File: src/hw/rtl/rsvm_pkg.sv
// Package for the RBF-kernel SVM decision engine: sizes, command types and the kernel table.
`timescale 1ns / 1ps
package rsvm_pkg;

  localparam int FEATURES    = 6;
  localparam int MAX_SUPPORT = 64;
  localparam int EXP_DEPTH   = 1024;

  localparam int FEAT_W  = 16;
  localparam int WEIGHT_W = 32;
  localparam int GAMMA_W = 24;
  localparam int ICPT_W  = 32;
  localparam int COUNT_W = 7;
  localparam int INDEX_W = 6;
  localparam int SCORE_W = 48;
  localparam int ACC_W   = 50;
  localparam int ADDR_W  = $clog2(MAX_SUPPORT);
  localparam int ROM_AW  = $clog2(EXP_DEPTH);
  localparam int KERN_W  = 17;
  localparam int FRAC_W  = 16;
  localparam int DIST_W  = 35;
  localparam int T_W     = GAMMA_W + DIST_W;
  localparam int ENTRY_W = FEATURES * FEAT_W + WEIGHT_W;
  localparam int IN_W    = ((INDEX_W + FEATURES * FEAT_W + WEIGHT_W + 7) / 8) * 8;
  localparam int OUT_W   = ((SCORE_W + 7) / 8) * 8;
  localparam int CFG_IW  = 2;
  localparam int CFG_DW  = 32;

  localparam logic [CFG_IW-1:0] REG_GAMMA     = 2'd0;
  localparam logic [CFG_IW-1:0] REG_INTERCEPT = 2'd1;
  localparam logic [CFG_IW-1:0] REG_COUNT     = 2'd2;

  localparam logic ACT_LOAD     = 1'b0;
  localparam logic ACT_CLASSIFY = 1'b1;

  typedef logic [2*KERN_W-1:0] rom_t [EXP_DEPTH];

  typedef struct packed {
    logic               load_we;
    logic               start;
    logic               issue;
    logic [ADDR_W-1:0]  issue_addr;
    logic               out_load;
  } dp_cmd_t;

  typedef struct packed {
    logic [COUNT_W-1:0] count;
    logic               pipe_empty;
    logic               out_full;
  } dp_status_t;

  // Long division used only while the table is built at elaboration.
  function automatic logic [63:0] div_small(logic [63:0] num, logic [63:0] den);
    logic [63:0] q;
    logic [64:0] rem;
    q   = '0;
    rem = '0;
    for (int b = 63; b >= 0; b--) begin
      rem = {rem[63:0], num[b]};
      if (rem >= {1'b0, den}) begin
        rem  = rem - {1'b0, den};
        q[b] = 1'b1;
      end
    end
    return q;
  endfunction

  // Each entry holds the table value at its point and at the next point.
  function automatic rom_t build_rom();
    rom_t        rom;
    logic [63:0] a;
    logic [63:0] term;
    logic [63:0] r;
    logic [63:0] e;
    logic [63:0] cur;
    logic [63:0] prev;
    a    = 64'd1 << (34 - ROM_AW);
    term = 64'd1 << 30;
    r    = term;
    e    = 64'd1 << 30;
    for (int n = 1; n <= 24; n++) begin
      term = div_small((term * a) >> 30, 64'(n));
      if ((n & 1) == 1) r = r - term;
      else r = r + term;
    end
    prev = (e + (64'd1 << 13)) >> 14;
    for (int n = 1; n <= EXP_DEPTH; n++) begin
      e   = (e * r + (64'd1 << 29)) >> 30;
      cur = (e + (64'd1 << 13)) >> 14;
      rom[n-1] = {prev[KERN_W-1:0], cur[KERN_W-1:0]};
      prev = cur;
    end
    return rom;
  endfunction

  localparam rom_t EXP_ROM = build_rom();

endpackage

File: src/hw/rtl/rsvm_ctrl.sv
// Controller state machine: accepts items and sequences the walk over support entries.
`timescale 1ns / 1ps
module rsvm_ctrl import rsvm_pkg::*; (
  input  logic       clk,
  input  logic       rst,
  input  logic       in_valid,
  input  logic       in_action,
  output logic       in_ready,
  input  dp_status_t status,
  output dp_cmd_t    cmd
);

  typedef enum logic [2:0] {
    ST_IDLE  = 3'b001,
    ST_RUN   = 3'b010,
    ST_DRAIN = 3'b100
  } state_t;

  state_t             state, state_next;
  logic [COUNT_W-1:0] cnt, cnt_next;
  logic               accept;

  assign in_ready = (state == ST_IDLE);
  assign accept   = in_valid && in_ready;

  always_comb begin
    state_next     = state;
    cnt_next       = cnt;
    cmd.load_we    = 1'b0;
    cmd.start      = 1'b0;
    cmd.issue      = 1'b0;
    cmd.issue_addr = cnt[ADDR_W-1:0];
    cmd.out_load   = 1'b0;
    case (state)
      ST_IDLE: begin
        if (accept) begin
          if (in_action == ACT_LOAD) begin
            cmd.load_we = 1'b1;
          end else begin
            cmd.start = 1'b1;
            cnt_next  = '0;
            state_next = (status.count == '0) ? ST_DRAIN : ST_RUN;
          end
        end
      end
      ST_RUN: begin
        cmd.issue = 1'b1;
        cnt_next  = cnt + 1'b1;
        if (cnt_next == status.count) state_next = ST_DRAIN;
      end
      ST_DRAIN: begin
        if (status.pipe_empty && !status.out_full) begin
          cmd.out_load = 1'b1;
          state_next   = ST_IDLE;
        end
      end
      default: state_next = ST_IDLE;
    endcase
  end

  always_ff @(posedge clk) begin
    if (rst) begin
      state <= ST_IDLE;
      cnt   <= '0;
    end else begin
      state <= state_next;
      cnt   <= cnt_next;
    end
  end

endmodule

File: config.mk
export PLATFORM = sky130hd
export DESIGN_NAME = rsvm_ctrl
export DESIGN_NICKNAME = d
export VERILOG_FILES = /design/src/hw/rtl/rsvm_pkg.sv /design/src/hw/rtl/rsvm_ctrl.sv
export SDC_FILE = /design/constraint.sdc
export NUM_CORES = 1
export LEC_CHECK = 0
export ABC_CLOCK_PERIOD_IN_PS = 5850
export BUFFER_PORTS_ARGS = -buffer_cell sky130_fd_sc_hd__buf_2
export CAP_MARGIN = 30
export CORE_AREA = 2 2 43 45
export DETAILED_ROUTE_END_ITERATION = 12
export DIE_AREA = 0 0 45 47
export PLACE_DENSITY_LB_ADDON = 0.08
export REMOVE_ABC_BUFFERS = 1
export SLEW_MARGIN = 20
export SYNTH_ARGS = -nofsm -noshare
export SYNTH_HDL_FRONTEND = slang
export SYNTH_SLANG_ARGS = --single-unit
File: constraint.sdc
create_clock -name clk -period 5.85 [get_ports clk]
set_clock_uncertainty 0.1 [all_clocks]
set_input_delay 1.755 -clock clk [delete_from_list [all_inputs] [get_ports clk]]
set_output_delay 1.755 -clock clk [all_outputs]
set_load 0.01 [all_outputs]
==> results <==
- Global routing used 17.36% of the available tracks.
- The tree built by TritonCTS fans out to 10 sinks.
- The area growth from synthesis to layout is 13.80%.
- Before antenna repair, the detailed router went through 4 iterations.
- Along the worst path, the maximum fanout reaches 2.
- The average wire length per cell after detail routing is 12.20 um.
- The initial antenna violation count is 0.
- The number of nets with antenna violations after routing is 0.
- The count of warnings emitted by yosys is 0.
- The die span in x is 45 um.
- The gate count after technology mapping is 98.
- The fill cell total of the finished layout is 189.
- The post-layout total power is 250.5 uW.
- The quantity of hold-fixing buffers added after cts is 0.
- The run finished with clean final reports.
- The I/O pin count is 24.
- The number of core rows is 15.
- Clock-pin slew was measured on the worst setup and hold paths at 0.07 ns.
- The count of pins over their slew limit came to 0.
- The post-synthesis register bit count is 10.
- The category of the worst setup path launch point is an input pin.
- The number of vias per cell is 5.444.
- After the first detailed-routing iteration, the DRC count stood at 14.
- The total number of vias is 724.
- The number of buffers inserted during clock tree synthesis is 3.
- The synthesized design contains 0 enable-type register cells.
- The net count of the finished layout is 132.
- The tightest min-delay check is of the reg2reg type.
- The final setup slack of the worst path is 1.679 ns.
- Before CTS, the worst setup slack after placement is 1.694 ns.
- The library cell used most frequently in the layout, excluding fill and tap cells, is sky130_fd_sc_hd__buf_2.
- The leakage power total is 0.3707 nW.
- The fraction of layout instances using a drive strength above 1 is 30.17%.
- In this run the deepest clock path goes through 2 buffers.
- The root buffer cell chosen for the clock tree is sky130_fd_sc_hd__clkbuf_4.
- For the worst setup path, the data required time is 3.99 ns.
- Setup repair after global routing left no endpoint under its margin.
- Dividing the final minimum period by the clock period gives 71.31%.
- The count of max-cap constraint violations is 0.
- The die extent in y is 47 um.
- For this block, the routed nets add up to 1622 um of wire.
- The kind of end point of the critical path is an output pin.
- After legalization and detailed placement, the total HPWL measured 1247 um.
- The die covers 2115 um2.
- The library cells used most frequently in the layout, excluding fill and tap cells, are sky130_fd_sc_hd__buf_2, sky130_fd_sc_hd__nor2_1, sky130_fd_sc_hd__dfxtp_1.
- The number of different library cells used by synthesis comes to 37.
- The worst voltage drop across the vdd grid is 0.1412 mV.
- Once the floorplan was initialized, standard cells occupied 46.67% of the core.
- The area of the core region is 1652 um2.
- The pin count of the biggest net entering global routing is 12.
- The final critical delay including setup and external delays is 4.171 ns.
- The transition time at the pin with the least slew margin is 0.5303 ns.
- The fraction of registers with async set or reset after synthesis is 0%.
- The synthesized cell area is 770.7 um2.
- After synthesis, the mean cell area works out to 7.865 um2.
- Setup violations remaining at the end of the flow were counted as 0.
- The clock tree from TritonCTS is done.
- The data arrival at the endpoint of the critical path is 2.32 ns.
- The final setup TNS is 0 ns.
- Global routing finished with a remaining overflow of 0.
- Of the synthesized area, sequential elements account for 25.97%.
- The DRC violation count after routing is 0.
- Input and output buffers added on the ports amount to 23.
- In this run, post-CTS repair resized a total of 0 instances.
- The later pin in the worst-skew pair is clocked with a latency of 0.26 ns.
- The number of failing hold endpoints at the final stage was 0.
- The wire length of the first global-routing pass is 2628 um.
- The number of antenna diodes in the final layout is 0.
- Power spread over the standard cell area amounts to 285.6 nW/um2.
- The most used flip-flop cell after synthesis is sky130_fd_sc_hd__dfxtp_1.
- At the end of routability-driven placement, the weighted congestion stood at 0.8221.
- CTS built an H-tree with a depth of 1.
- For this run, the top clock speed supported by timing is 239.7 MHz.
- Headroom to the max-slew limit came out at 64.52%.
- The post-CTS setup buffer count is 0.
- The critical path class is in2out.
- The number of global-route vias before repair is 662.
[worst max-delay path, stage by stage]
cell,delay [ns]
sky130_fd_sc_hd__buf_2,0.09
sky130_fd_sc_hd__nand2b_1,0.14
sky130_fd_sc_hd__nor3b_1,0.17
sky130_fd_sc_hd__buf_2,0.16
[metal layers]
metal / vias to the layer above / wire length (um) / share of wire [%] / GRT usage (%)
met2: 25 / 712 / 44 / 29.14
met3: 6 / 95 / 5.9 / 2.308
met5: - / 0 / 0 / 0
li1: 380 / - / - / -
met1: 313 / 772 / 48 / 21.16
met4: 0 / 42 / 2.6 / 10.59
[registers in the layout, summed over array words and instances (netlist names)]
name	cells
state	3
cnt	7
[Yosys cell counts, drive strengths merged, types with 2 or more instances]
cell,count,area [um2]
nand3,5,35.03
nand2b,3,18.77
nor2b,2,12.51
nor3b,2,15.01
xnor2,4,35.03
a211oi,2,20.02
nor2,13,56.30
o21ai,9,45.04
a21oi,7,35.03
or3,3,18.77
buf,7,48.79
a22oi,2,15.01
xor2,4,35.03
nand2,6,22.52
dfxtp,10,200.2
nor3,2,10.01
inv,2,7.500
and3,2,12.51
[worst paths after layout]
check | start | endpoint | slack, ns | cells past startpoint
worst max-delay path | status[0] | cmd[0] | 1.68 | 4
worst min-delay path | cnt[6] | cnt[6] | 0.41 | 2
worst max register to register | cnt[0] | state[2] | 3.53 | 6
worst min register to register | cnt[6] | cnt[6] | 0.41 | 2
[through the flow]
stage	hold slack (ns)	instances	utilization [%]	instance area, um2
CTS	0.4158	133	53.11	877.1
global placement	0.3968	130	51.74	854.6
detailed placement	0.4054	130	51.74	854.6
global route	0.4640	133	53.11	877.1
floorplan	0.3686	90	-	718.2
finish	0.4124	133	53.11	877.1
[area by class of cell]
| cell class | count | area, um2 | area share [%] |
|---|---|---|---|
| Tap cell | 17 | 21.27 | 2.425 |
| Sequential cell | 10 | 200.2 | 22.82 |
| Multi-Input combinational cell | 78 | 510.5 | 58.20 |
| Timing Repair Buffer | 23 | 115.1 | 13.12 |
| Inverter | 2 | 7.507 | 0.8559 |
| Clock buffer | 3 | 22.52 | 2.568 |
[logic make-up (layout without fill, tap and decap cells)]
| family | after synthesis | count (layout) | synth area share, % |
|---|---|---|---|
| XOR/XNOR | 8 | 8 | 9.090 |
| flip-flops | 10 | 10 | 25.97 |
| AO/OA/AOI/OAI | 24 | 24 | 21.43 |
| multiplexers | 1 | 1 | 1.461 |
| buffers and inverters | 10 | 28 | 7.790 |
| adder cells (fa/ha/maj) | 1 | 1 | 1.623 |
| AND/OR/NAND/NOR | 44 | 44 | 32.63 |
[where the power goes]
group | switching (mW) | internal (mW)
clock | 0.0226 | 0.0237
sequential | 0.0132 | 0.0784
combinational | 0.0635 | 0.0492
total | 0.0992 | 0.151
(Power assumes the default switching activity.)
